--- src/rtl/met_pkg.sv ---
`default_nettype none

package met_pkg;

    // Fixed-point value format: 32-bit two's complement
    localparam int VAL_BITS    = 32;
    localparam int STEP_BITS   = 31;
    localparam int RADIUS_BITS = 31;

    // Configuration port
    localparam int CFG_DATA_BITS  = 32;
    localparam int CFG_INDEX_BITS = 3;

    localparam logic [CFG_INDEX_BITS-1:0] REG_PIXEL_STEP = 3'd0;
    localparam logic [CFG_INDEX_BITS-1:0] REG_ORIGIN_RE  = 3'd1;
    localparam logic [CFG_INDEX_BITS-1:0] REG_ORIGIN_IM  = 3'd2;
    localparam logic [CFG_INDEX_BITS-1:0] REG_RADIUS_SQ  = 3'd3;
    localparam logic [CFG_INDEX_BITS-1:0] REG_MAX_ITER   = 3'd4;

    // Defaults for the top-level parameters
    localparam int DEFAULT_COORD_BITS = 12;
    localparam int DEFAULT_ITER_BITS  = 16;
    localparam int DEFAULT_FRAC_BITS  = 28;

    // Register reset values
    localparam logic [STEP_BITS-1:0]   RESET_PIXEL_STEP = 31'd1342177;
    localparam logic [RADIUS_BITS-1:0] RESET_RADIUS_SQ  = 31'd1073741824;
    localparam int                     RESET_MAX_ITER   = 256;

    localparam logic signed [VAL_BITS-1:0] VAL_MAX = 32'sh7FFF_FFFF;
    localparam logic signed [VAL_BITS-1:0] VAL_MIN = 32'sh8000_0000;

    // Controller -> datapath
    typedef struct packed {
        logic capture;   // latch coordinate, form x*step and y*step
        logic map_c;     // add origin, clear z and count
        logic mul;       // register re*re, im*im, re*im
        logic advance;   // z = z*z + c, count += 1
        logic finish;    // load output register
    } met_cmd_t;

    // Datapath -> controller
    typedef struct packed {
        logic go;        // |z|^2 below radius and count below limit
    } met_status_t;

    function automatic logic signed [VAL_BITS-1:0] sat_33(input logic signed [VAL_BITS:0] v);
        logic signed [VAL_BITS-1:0] r;
        if (v[VAL_BITS] != v[VAL_BITS-1])
            r = v[VAL_BITS] ? VAL_MIN : VAL_MAX;
        else
            r = v[VAL_BITS-1:0];
        return r;
    endfunction

    function automatic logic signed [VAL_BITS-1:0] sat_64(input logic signed [63:0] v);
        logic [63-VAL_BITS+1:0]     hi;
        logic signed [VAL_BITS-1:0] r;
        hi = v[63:VAL_BITS-1];
        if ((&hi) || !(|hi))
            r = v[VAL_BITS-1:0];
        else
            r = v[63] ? VAL_MIN : VAL_MAX;
        return r;
    endfunction

endpackage

`default_nettype wire

--- src/rtl/met_ctrl.sv ---
`default_nettype none

module met_ctrl (
    input  wire logic                  clk,
    input  wire logic                  rst_n,
    input  wire logic                  in_valid,
    output logic                       in_ready,
    output logic                       out_valid,
    input  wire logic                  out_ready,
    output met_pkg::met_cmd_t          cmd,
    input  wire met_pkg::met_status_t  status
);
    import met_pkg::*;

    typedef enum logic [1:0] {
        ST_IDLE,
        ST_MAP,
        ST_MUL,
        ST_STEP
    } state_t;

    state_t state_reg;
    logic   in_ready_reg;
    logic   out_valid_reg;
    logic   accept;
    logic   out_free;

    assign accept   = in_valid && in_ready_reg;
    assign out_free = !out_valid_reg || out_ready;

    always_comb
    begin
        cmd         = '0;
        cmd.capture = accept;
        cmd.map_c   = (state_reg == ST_MAP);
        cmd.mul     = (state_reg == ST_MUL);
        cmd.advance = (state_reg == ST_STEP) && status.go;
        cmd.finish  = (state_reg == ST_STEP) && !status.go && out_free;
    end

    always_ff @(posedge clk or negedge rst_n)
    begin
        if (!rst_n)
        begin
            state_reg     <= ST_IDLE;
            in_ready_reg  <= 1'b1;
            out_valid_reg <= 1'b0;
        end
        else
        begin
            // a result taken in the same cycle a new one loads keeps valid high
            if (out_valid_reg && out_ready && !cmd.finish)
                out_valid_reg <= 1'b0;
            case (state_reg)
                ST_IDLE:
                begin
                    if (accept)
                    begin
                        in_ready_reg <= 1'b0;
                        state_reg    <= ST_MAP;
                    end
                end
                ST_MAP:
                begin
                    state_reg <= ST_MUL;
                end
                ST_MUL:
                begin
                    state_reg <= ST_STEP;
                end
                ST_STEP:
                begin
                    if (status.go)
                        state_reg <= ST_MUL;
                    else if (out_free)
                    begin
                        out_valid_reg <= 1'b1;
                        in_ready_reg  <= 1'b1;
                        state_reg     <= ST_IDLE;
                    end
                end
                default:
                begin
                    state_reg <= ST_IDLE;
                end
            endcase
        end
    end

    assign in_ready  = in_ready_reg;
    assign out_valid = out_valid_reg;

endmodule

`default_nettype wire

--- config.mk ---
export PLATFORM = sky130hd
export DESIGN_NAME = met_ctrl
export DESIGN_NICKNAME = d
export VERILOG_FILES = /design/src/rtl/met_pkg.sv /design/src/rtl/met_ctrl.sv
export SDC_FILE = /design/constraint.sdc
export NUM_CORES = 1
export LEC_CHECK = 0
export ABC_AREA = 1
export BUFFER_PORTS_ARGS = -buffer_cell sky130_fd_sc_hd__buf_2
export CORE_AREA = 2 2 39 41
export DETAILED_ROUTE_END_ITERATION = 16
export DIE_AREA = 0 0 41 43
export PLACE_DENSITY_LB_ADDON = 0.2
export SYNTH_ARGS = -nofsm -noshare
export SYNTH_HDL_FRONTEND = slang
export SYNTH_SLANG_ARGS = --single-unit
--- constraint.sdc ---
create_clock -name clk -period 1.3 [get_ports clk]
set_input_delay 0.195 -clock clk [delete_from_list [all_inputs] [get_ports clk]]
set_output_delay 0.195 -clock clk [all_outputs]
set_load 0.02 [all_outputs]
==> impl_metrics.yaml, run 1 <==
finish:
  multiInputGateArea_um2: 82.6
  layout-drive-gt1-share_pct: 45.8
  diodes: 0
  largest_reg_flops: 2
  syn_to_final_growth_pct: 62.1
  layout.area.seq_um2: 101
  post-route-util_pct: 25.5
  layout.nets: 54
  fillers: 163
worst_setup_path:
  cp_cell_sequence: "nand2_2 -> nor2_4 -> nand2_2 -> inv_2 -> buf_6"
  crit_top_cell: "nand2_2"
  worst-endpoint-arrival_ns: 1.06
  cp.required_ns: 1.11
  cp_max_fo: 3
  crit_buf_inv: 2
  cp_top_family: "flip-flops"
  critPathCaptureType: "output pin"
  cp-start-kind: "flop"
  crit_path_top_delay_cell: "dfrtp_1"
  max_stage_delay_ns: 0.36
  critPathKind: "reg -> out"
timing:
  finClkSkew_ns: 0.0111
  fmax_mhz: 797
  maxSlewViolCount: 0
  setup_violations: 0
  setup_slack_ns: 0.0460
  period_share_pct: 96.5
  slew_headroom_pct: 85.1
  rsz0062_at_grt: "yes"
  finalCriticalPeriod_ns: 1.25
  tightest_slew_ns: 0.223
  hold_violations: 0
route:
  drt_iter0_markers: 2
  antenna_left: 0
  vias_per_cell: 3.50
  wl_um: 490
  dr.pass1.iters: 2
  route.detailed.drc: 0
  wire_per_inst_um: 7.66
  vias: 224
placement:
  preCtsSetupSlack_ns: 0.252
  hpwl_um: 344
  gp_congestion: 0.652
  port_buffers: 11
yosys:
  synth_cell_types: 10
  synth_fp_nets: 35
  postSynthAreaPerCell_um2: 7.26
  async_flop_share_pct: 100
  synth.area.top_cells: "dfrtp_1 (34%), nand2_1 (16%), dfstp_2 (12%)"
  synth_ff_type: "dfrtp_1"
  synth_cells: 30
  synth_common_cells: "nand2_1 (9), inv_1 (7), nor2_1 (4)"
  ys_warn_count: 0
  netlist_area_um2: 218
  ys_seq_elements: 4
  yosysSeqAreaShare_pct: 46.6
  synth_top_cell_by_area: "dfrtp_1"
  synth-edff-count: 0
  yosysMostFrequentCell: "nand2_1"
  synth_top_area_share_pct: 34.5
floorplan:
  core_mm2: 0.00138
  dieWidth_um: 41
  rows: 14
  dieArea_mm2: 0.00176
  die_h_um: 43
  start_util_pct: 15.7
  io_pins: 12
clock_network:
  cts_max_level: 1
  clock_path_buffers: 2
  insertion_delay_ns: 0.24
  numCtsBuffers: 3
  clock_sinks: 4
  root_buffer: "clkbuf_4"
  cts_tree: "built"
  clkTransAtPathRegs_ns: 0.04
hold_path:
  hold_path_class: "in -> reg"
grt:
  grt_max_degree: 5
  grt.overflow.total: 0
  grt_pass1_vias: 197
  grt_usage_pct: 7.06
  grt_pass1_wl_um: 765
  antenna_found_initial: 0
flow_run:
  cap_violations: 0
outcome:
  status: "complete, no violations"
power_and_ir_drop:
  power.leakage_nw: 0.213
  vdd.ir_drop.worst_uv: 678
  power.density_cell_area_mw_per_mm2: 2480
==> layout make-up <==
class | instances | area share [%]
Sequential cell | 4 | 28.7
Inverter | 7 | 7.45
Clock buffer | 4 | 7.45
Multi-Input combinational cell | 18 | 23.4
Tap cell | 16 | 5.67
Timing Repair Buffer | 15 | 27.3
==> metal layers <==
metal | track usage, % | vias up | part of all wire, %
met4 | 6.00 | 0 | 0
li1 | - | 119 | -
met5 | 0 | - | 0
met3 | 4.71 | 0 | 6.9
met2 | 10.0 | 7 | 50
met1 | 6.51 | 98 | 42
==> logic make-up (layout without fill, tap and decap cells) <==
group / Yosys count / after routing / synth area share (%)
AO/OA/AOI/OAI: 2 / 2 / 4.59
buffers and inverters: 8 / 26 / 15.5
flip-flops: 4 / 4 / 46.6
AND/OR/NAND/NOR: 16 / 16 / 33.3
==> timing repair <==
item / in CTS / in global routing
cloned: 0 / 0
setup buffers: 2 / 1
gates resized for setup: 0 / 4
pin swaps: 0 / 2
hold endpoints to repair: 4 / 0
hold buffers: 1 / 0
setup endpoints to repair: 1 / 1
==> metrics by stage <==
stage	setup TNS (ns)	instances	instance area, um^2	power [mW]	hold WS, ns
2_1_floorplan	0	30	218	0.508	-0.101
3_3_place_gp	0	56	285	0.617	0.00710
3_5_place_dp	0	56	285	0.616	0.00549
4_1_cts	0	63	337	0.843	0.186
5_1_grt	-0.0204	64	353	0.959	0.201
6_report	0	64	353	0.877	0.194
==> worst register-to-register path, cell delays in order (launching register included) <==
cell	delay [ns]
dfrtp_1	0.39
buf_4	0.15
nor2_1	0.20
nand2_1	0.07
nand2_1	0.06
nand2_1	0.04
==> power by group <==
group / total (mW) / switching, mW / internal, mW
registers: 0.230 / 0.0364 / 0.193
clock network: 0.172 / 0.0566 / 0.115
logic: 0.475 / 0.277 / 0.198
==> final timing paths <==
path | start | endpoint | slack, ns | cells past startpoint
setup / recovery | state_reg[0] | cmd[0] | 0.05 | 5
hold / removal | in_valid | in_ready | 0.19 | 4
setup reg to reg | state_reg[0] | state_reg[0] | 0.28 | 5
hold reg to reg | in_ready | in_ready | 0.47 | 2
max in group asynchronous | rst_n | in_ready | 0.79 | 2
min in group asynchronous | rst_n | state_reg[0] | 0.29 | 2
==> layout by cell type, fill, tap and decap left out <==
master	Yosys	final
clkbuf_4	0	3
nor2_1	4	4
nand2_2	2	2
nand2_1	9	9
inv_1	7	6
dfstp_2	1	1
dlygate4sd3_1	0	1
dfrtp_1	3	3
buf_4	1	4
o21ai_0	1	1
inv_2	0	1
clkbuf_1	0	1
buf_2	0	9
buf_6	0	1
nor2_4	1	1
a21oi_1	1	1
Note: power is estimated with default switching activity, not from simulation.
==> run 2: changes to the inputs <==
==> constraint.sdc (replaced) <==
create_clock -name clk -period 1 [get_ports clk]
set_input_delay 0.15 -clock clk [delete_from_list [all_inputs] [get_ports clk]]
set_output_delay 0.15 -clock clk [all_outputs]
set_load 0.05 [all_outputs]
==> run 2 against run 1 <==
The run now ends with negative setup slack left. Flip-flop and latch count is the same. Highest routed layer unchanged. Clock skew shrank 0.0022 ns. Count of clock-buffer cells in the layout is the same. First-iteration DRC count is the same. Largest power group unchanged.
==> impl_metrics.yaml, run 2 (same netlist as run 1, synthesis figures left out) <==
outcome:
  status: "complete, but fails checks"
  violations: "negative setup slack"
timing:
  fmax_mhz: 795
  slew_headroom_pct: 86.8
  finClkSkew_ns: 0.00886
  tightest_slew_ns: 0.197
  finalCriticalPeriod_ns: 1.26
  tns_ns: -1.17
  setup_violations: 8
  hold_violations: 0
  period_share_pct: 126
  setup_slack_ns: -0.258
  maxSlewViolCount: 0
  rsz0062_at_grt: "yes"
  fin_hold_ws_ns: 0.162
placement:
  dp_cells: 63
  gp_congestion: 0.734
  port_buffers: 11
  hpwl_um: 378
worst_setup_path:
  crit_buf_inv: 3
  cp.required_ns: 0.85
  cp_max_fo: 3
  critPathKind: "reg -> out"
  critPathCaptureType: "output pin"
  crit_path_top_delay_cell: "dfrtp_1"
  max_stage_delay_ns: 0.39
  cp-start-kind: "flop"
  cp_top_family: "buffers and inverters"
  cp_cell_sequence: "buf_4 -> buf_6 -> nor2_4 -> buf_8"
  worst-endpoint-arrival_ns: 1.11
clock_network:
  root_buffer: "clkbuf_4"
  cts_max_level: 1
  clkTransAtPathRegs_ns: 0.04
  clock_sinks: 4
  cts_tree: "built"
  numCtsBuffers: 3
  insertion_delay_ns: 0.24
  clock_path_buffers: 2
power_and_ir_drop:
  intPower_uw: 968
  netSwitchingFraction_pct: 47.3
  power.leakage_nw: 0.247
  pwr-share-clk_pct: 12.2
  vdd.ir_drop.worst_uv: 1450
  pwr-share-comb_pct: 70.2
  finalPower_mw: 1.84
  seq_power_share_pct: 17.6
  power.density_cell_area_mw_per_mm2: 3790
  switching_power_uw: 869
grt:
  grt_max_degree: 5
  antenna_found_initial: 0
  grt.overflow.total: 0
  grt_usage_pct: 8.17
  grt_pass1_vias: 256
  grt_pass1_wl_um: 945
finish:
  layout.nets: 59
  instances_no_fill: 69
  largest_reg_flops: 2
  final_cell_mix: "nand2_1 (8), buf_4 (6), buf_8 (5)"
  layout-drive-gt1-share_pct: 64.2
  layout_commonest_cell: "nand2_1"
  syn_to_final_growth_pct: 122
  diodes: 0
floorplan:
  start_util_pct: 15.7
  dieWidth_um: 41
  die_h_um: 43
  rows: 14
  io_pins: 12
  core_mm2: 0.00138
  dieArea_mm2: 0.00176
route:
  drt_iter0_markers: 2
  vias_per_cell: 3.49
  vias: 241
  antenna_left: 0
  wire_per_inst_um: 7.28
  wl_um: 502
  dr.pass1.iters: 2
  route.detailed.drc: 0
flow_run:
  cap_violations: 0
hold_path:
  hold_path_class: "in -> reg"
## run 2: worst register-to-register path: stages (launching register included)
cell	delay, ns
dfrtp_1	0.39
buf_4	0.14
nor2_1	0.18
buf_4	0.15
a21oi_1	0.03
## run 2: stage by stage
| stage | setup WS [ns] | cell area [um^2] | utilization (%) |
|---|---|---|---|
| 3_5_place_dp | -0.102 | 365 | 26.4 |
| 4_1_cts | -0.273 | 453 | 32.7 |
| 2_1_floorplan | -0.148 | 249 | - |
| 3_3_place_gp | -0.0945 | 365 | 26.4 |
| 6_report | -0.258 | 484 | 35.0 |
| 5_1_grt | -0.310 | 484 | 35.0 |
## run 2: worst paths after layout
kind / cells after the start / start / slack (ns) / endpoint
max: 4 / state_reg[0] / -0.26 / cmd[2]
min: 4 / in_valid / 0.16 / in_ready
max reg2reg: 4 / state_reg[0] / -0.02 / state_reg[1]
min reg2reg: 2 / in_ready / 0.49 / in_ready
max in group asynchronous: 2 / rst_n / 0.54 / in_ready
min in group asynchronous: 2 / rst_n / 0.24 / state_reg[0]
## run 2: layout make-up
| class | count | area (um^2) |
|---|---|---|
| clock buffer | 4 | 26.3 |
| fill | 145 | 900 |
| sequential | 4 | 103 |
| multi-input combinational | 18 | 108 |
| inverter | 7 | 32.5 |
| tap | 16 | 20.0 |
| timing repair buffer | 20 | 195 |
## run 2: power by group through the flow
stage          clock network, mW  logic [mW]  registers [mW]
2_1_floorplan                  0       0.554           0.465
3_3_place_gp                   0       0.995           0.312
3_5_place_dp                   0       0.987           0.314
4_1_cts                    0.233        1.16           0.324
5_1_grt                    0.253        1.38           0.337
6_report                   0.224        1.29           0.323
## run 2: metal layers
metal | global-route usage, % | wire length [um] | up-vias | share of wire [%]
li1 | - | - | 130 | -
met1 | 9.77 | 203 | 101 | 40
met2 | 10.9 | 253 | 10 | 50
met3 | 3.66 | 45 | 0 | 9.0
met4 | 6.00 | 0 | 0 | 0
met5 | 0 | 0 | - | 0
## run 2: repair_timing
item,in CTS,in global routing
setup buffers,0,1
gates resized for setup,17,9
endpoints found under the setup margin,7,10
hold buffers,1,0
pin swaps,1,1
hold endpoints to repair,4,0
==> run 3: changes to the inputs <==
--- a/config.mk
+++ b/config.mk
@@ -5,7 +5,6 @@
 export SDC_FILE = /design/constraint.sdc
 export NUM_CORES = 1
 export LEC_CHECK = 0
-export ABC_AREA = 1
 export BUFFER_PORTS_ARGS = -buffer_cell sky130_fd_sc_hd__buf_2
 export CORE_AREA = 2 2 39 41
 export DETAILED_ROUTE_END_ITERATION = 16
==> run 3 against run 2 <==
Sequential share of layout area is 0.57 points higher. Worst hold slack better by 0.069 ns. Wire length is 17% higher. Design area is 0.26% lower. Global-route usage is 0.20 points lower. Core utilization is 0.090 points lower. Clock skew is 0.0042 ns lower. The run still ends with negative setup slack left. Largest power group unchanged. Critical endpoint is now cmd[3]. Sequential power is 12% higher. First-iteration DRC count is 100% lower. Total power is 2.2% lower.
==> impl_metrics.yaml, run 3 <==
grt:
  grt_usage_pct: 7.96
  grt_max_degree: 6
  grt.overflow.total: 0
  grt_pass1_vias: 230
  antenna_found_initial: 0
  grt_pass1_wl_um: 890
yosys:
  synth_fp_nets: 26
  synth_common_cells: "dfrtp_1 (3), nor2_1 (2)"
  synth_top_cell_by_area: "dfrtp_1"
  async_flop_share_pct: 100
  yosysSeqAreaShare_pct: 46.6
  synth_top_area_share_pct: 34.5
  synth_cells: 21
  yosysMostFrequentCell: "dfrtp_1"
  ys_seq_elements: 4
  ys_warn_count: 0
  synth-edff-count: 0
  synth.area.top_cells: "dfrtp_1 (34%), dfstp_2 (12%), o32ai_2 (7.5%)"
  netlist_area_um2: 218
  postSynthAreaPerCell_um2: 10.4
  synth_ff_type: "dfrtp_1"
  synth_cell_types: 18
power_and_ir_drop:
  netSwitchingFraction_pct: 46.2
  power.density_cell_area_mw_per_mm2: 3720
  pwr-share-comb_pct: 67.4
  power.leakage_nw: 0.234
  vdd.ir_drop.worst_uv: 1160
  switching_power_uw: 830
  intPower_uw: 967
  pwr-share-clk_pct: 12.5
  seq_power_share_pct: 20.1
worst_setup_path:
  critPathCaptureType: "output pin"
  worst-endpoint-arrival_ns: 1.05
  cp-start-kind: "flop"
  cp.required_ns: 0.85
  cp_max_fo: 5
  critPathKind: "reg -> out"
finish:
  layout.nets: 50
  multiInputGateArea_um2: 144
  design_area_um2: 483
  final_cell_mix: "buf_4 (8), buf_2 (4), buf_6 (4)"
  layout_commonest_cell: "buf_4"
  layout.area.seq_um2: 105
  syn_to_final_growth_pct: 122
  diodes: 0
  layout-drive-gt1-share_pct: 84.1
  largest_reg_flops: 2
  fillers: 151
placement:
  port_buffers: 11
  hpwl_um: 430
  place_area_um2: 352
  gp_congestion: 0.687
clock_network:
  numCtsBuffers: 3
  insertion_delay_ns: 0.24
  clock_sinks: 4
  clock_path_buffers: 2
  clkTransAtPathRegs_ns: 0.04
  root_buffer: "clkbuf_4"
  cts_tree: "built"
  cts_max_level: 1
route:
  wl_um: 588
  dr.pass1.iters: 1
  antenna_left: 0
  drt_iter0_markers: 0
  vias_per_cell: 3.85
  wire_per_inst_um: 9.80
  route.detailed.drc: 0
  vias: 231
timing:
  period_share_pct: 120
  fmax_mhz: 837
  maxSlewViolCount: 0
  rsz0062_at_grt: "yes"
  setup_slack_ns: -0.195
  finClkSkew_ns: 0.00465
  finalCriticalPeriod_ns: 1.20
  tns_ns: -1.00
  tightest_slew_ns: 0.186
  setup_violations: 6
  hold_violations: 0
  slew_headroom_pct: 87.6
floorplan:
  io_pins: 12
  start_util_pct: 15.7
  rows: 14
  die_h_um: 43
  dieWidth_um: 41
  core_mm2: 0.00138
  dieArea_mm2: 0.00176
outcome:
  status: "complete, but fails checks"
  violations: "negative setup slack"
flow_run:
  cap_violations: 0
hold_path:
  hold_path_class: "in -> reg"
==> run 3: stage by stage <==
step           setup WS (ns)  power (mW)  utilization (%)  hold WS [ns]  std cells
5_1_grt               -0.241        1.91             34.9         0.221         60
6_report              -0.195        1.80             34.9         0.230         60
3_3_place_gp         -0.0616        1.26             25.4       -0.0388         53
4_1_cts               -0.217        1.69             32.2         0.210         59
3_5_place_dp         -0.0718        1.26             25.4       -0.0391         53
2_1_floorplan         -0.166        1.02                -        -0.146         21
==> run 3: critical path, cell delays in order (launching register included) <==
cell and delay (ns):
dfrtp_2 0.45, and2b_2 0.21, buf_6 0.15
==> run 3: cell families (layout without fill, tap and decap cells) <==
family	count (synthesis)	count (layout)	synth area share [%]
DFF	4	4	46.6
AOI/OAI and AO/OA	4	4	16.7
and+or+nand+nor	10	10	29.9
buffers and inverters	3	26	6.89
==> run 3: path summary, 6_finish.rpt <==
check	from	end	slack, ns	cells past startpoint
max in group asynchronous	rst_n	in_ready	0.55	2
setup reg to reg	out_valid	state_reg[1]	0.04	3
hold / removal	status	state_reg[0]	0.23	3
min in group asynchronous	rst_n	state_reg[0]	0.24	2
hold reg to reg	out_valid	out_valid	0.57	2
setup / recovery	state_reg[0]	cmd[3]	-0.20	2
==> run 3: layer usage <==
metal,part of all wire [%],wire length (um),vias to the layer above,global-route usage [%]
met4,0,0,0,8.00
met2,60,351,6,11.6
met3,5.4,32,0,3.14
met5,0,0,-,0
met1,35,204,108,7.82
li1,-,-,117,-
==> run 3: power groups by stage <==
| stage | combinational [mW] | sequential, mW | clock [mW] |
|---|---|---|---|
| floorplan | 0.538 | 0.487 | 0 |
| finish | 1.21 | 0.362 | 0.224 |
| global route | 1.27 | 0.379 | 0.256 |
| global placement | 0.922 | 0.338 | 0 |
| detailed placement | 0.920 | 0.340 | 0 |
| CTS | 1.11 | 0.349 | 0.235 |
==> run 3: what timing repair did <==
action | in CTS | in global routing
gates resized for setup | 16 | 7
pin swaps | 1 | 4
hold buffers | 1 | 0
hold endpoints to repair | 4 | 0
setup buffers | 1 | 2
setup endpoints to repair | 8 | 10
==> run 3: layout make-up <==
cell class / count / share of cell area, %
Timing Repair Buffer: 20 / 37.3
Multi-Input combinational cell: 14 / 29.8
Sequential cell: 4 / 21.8
Clock buffer: 4 / 5.44
Tap cell: 16 / 4.15
Inverter: 2 / 1.55
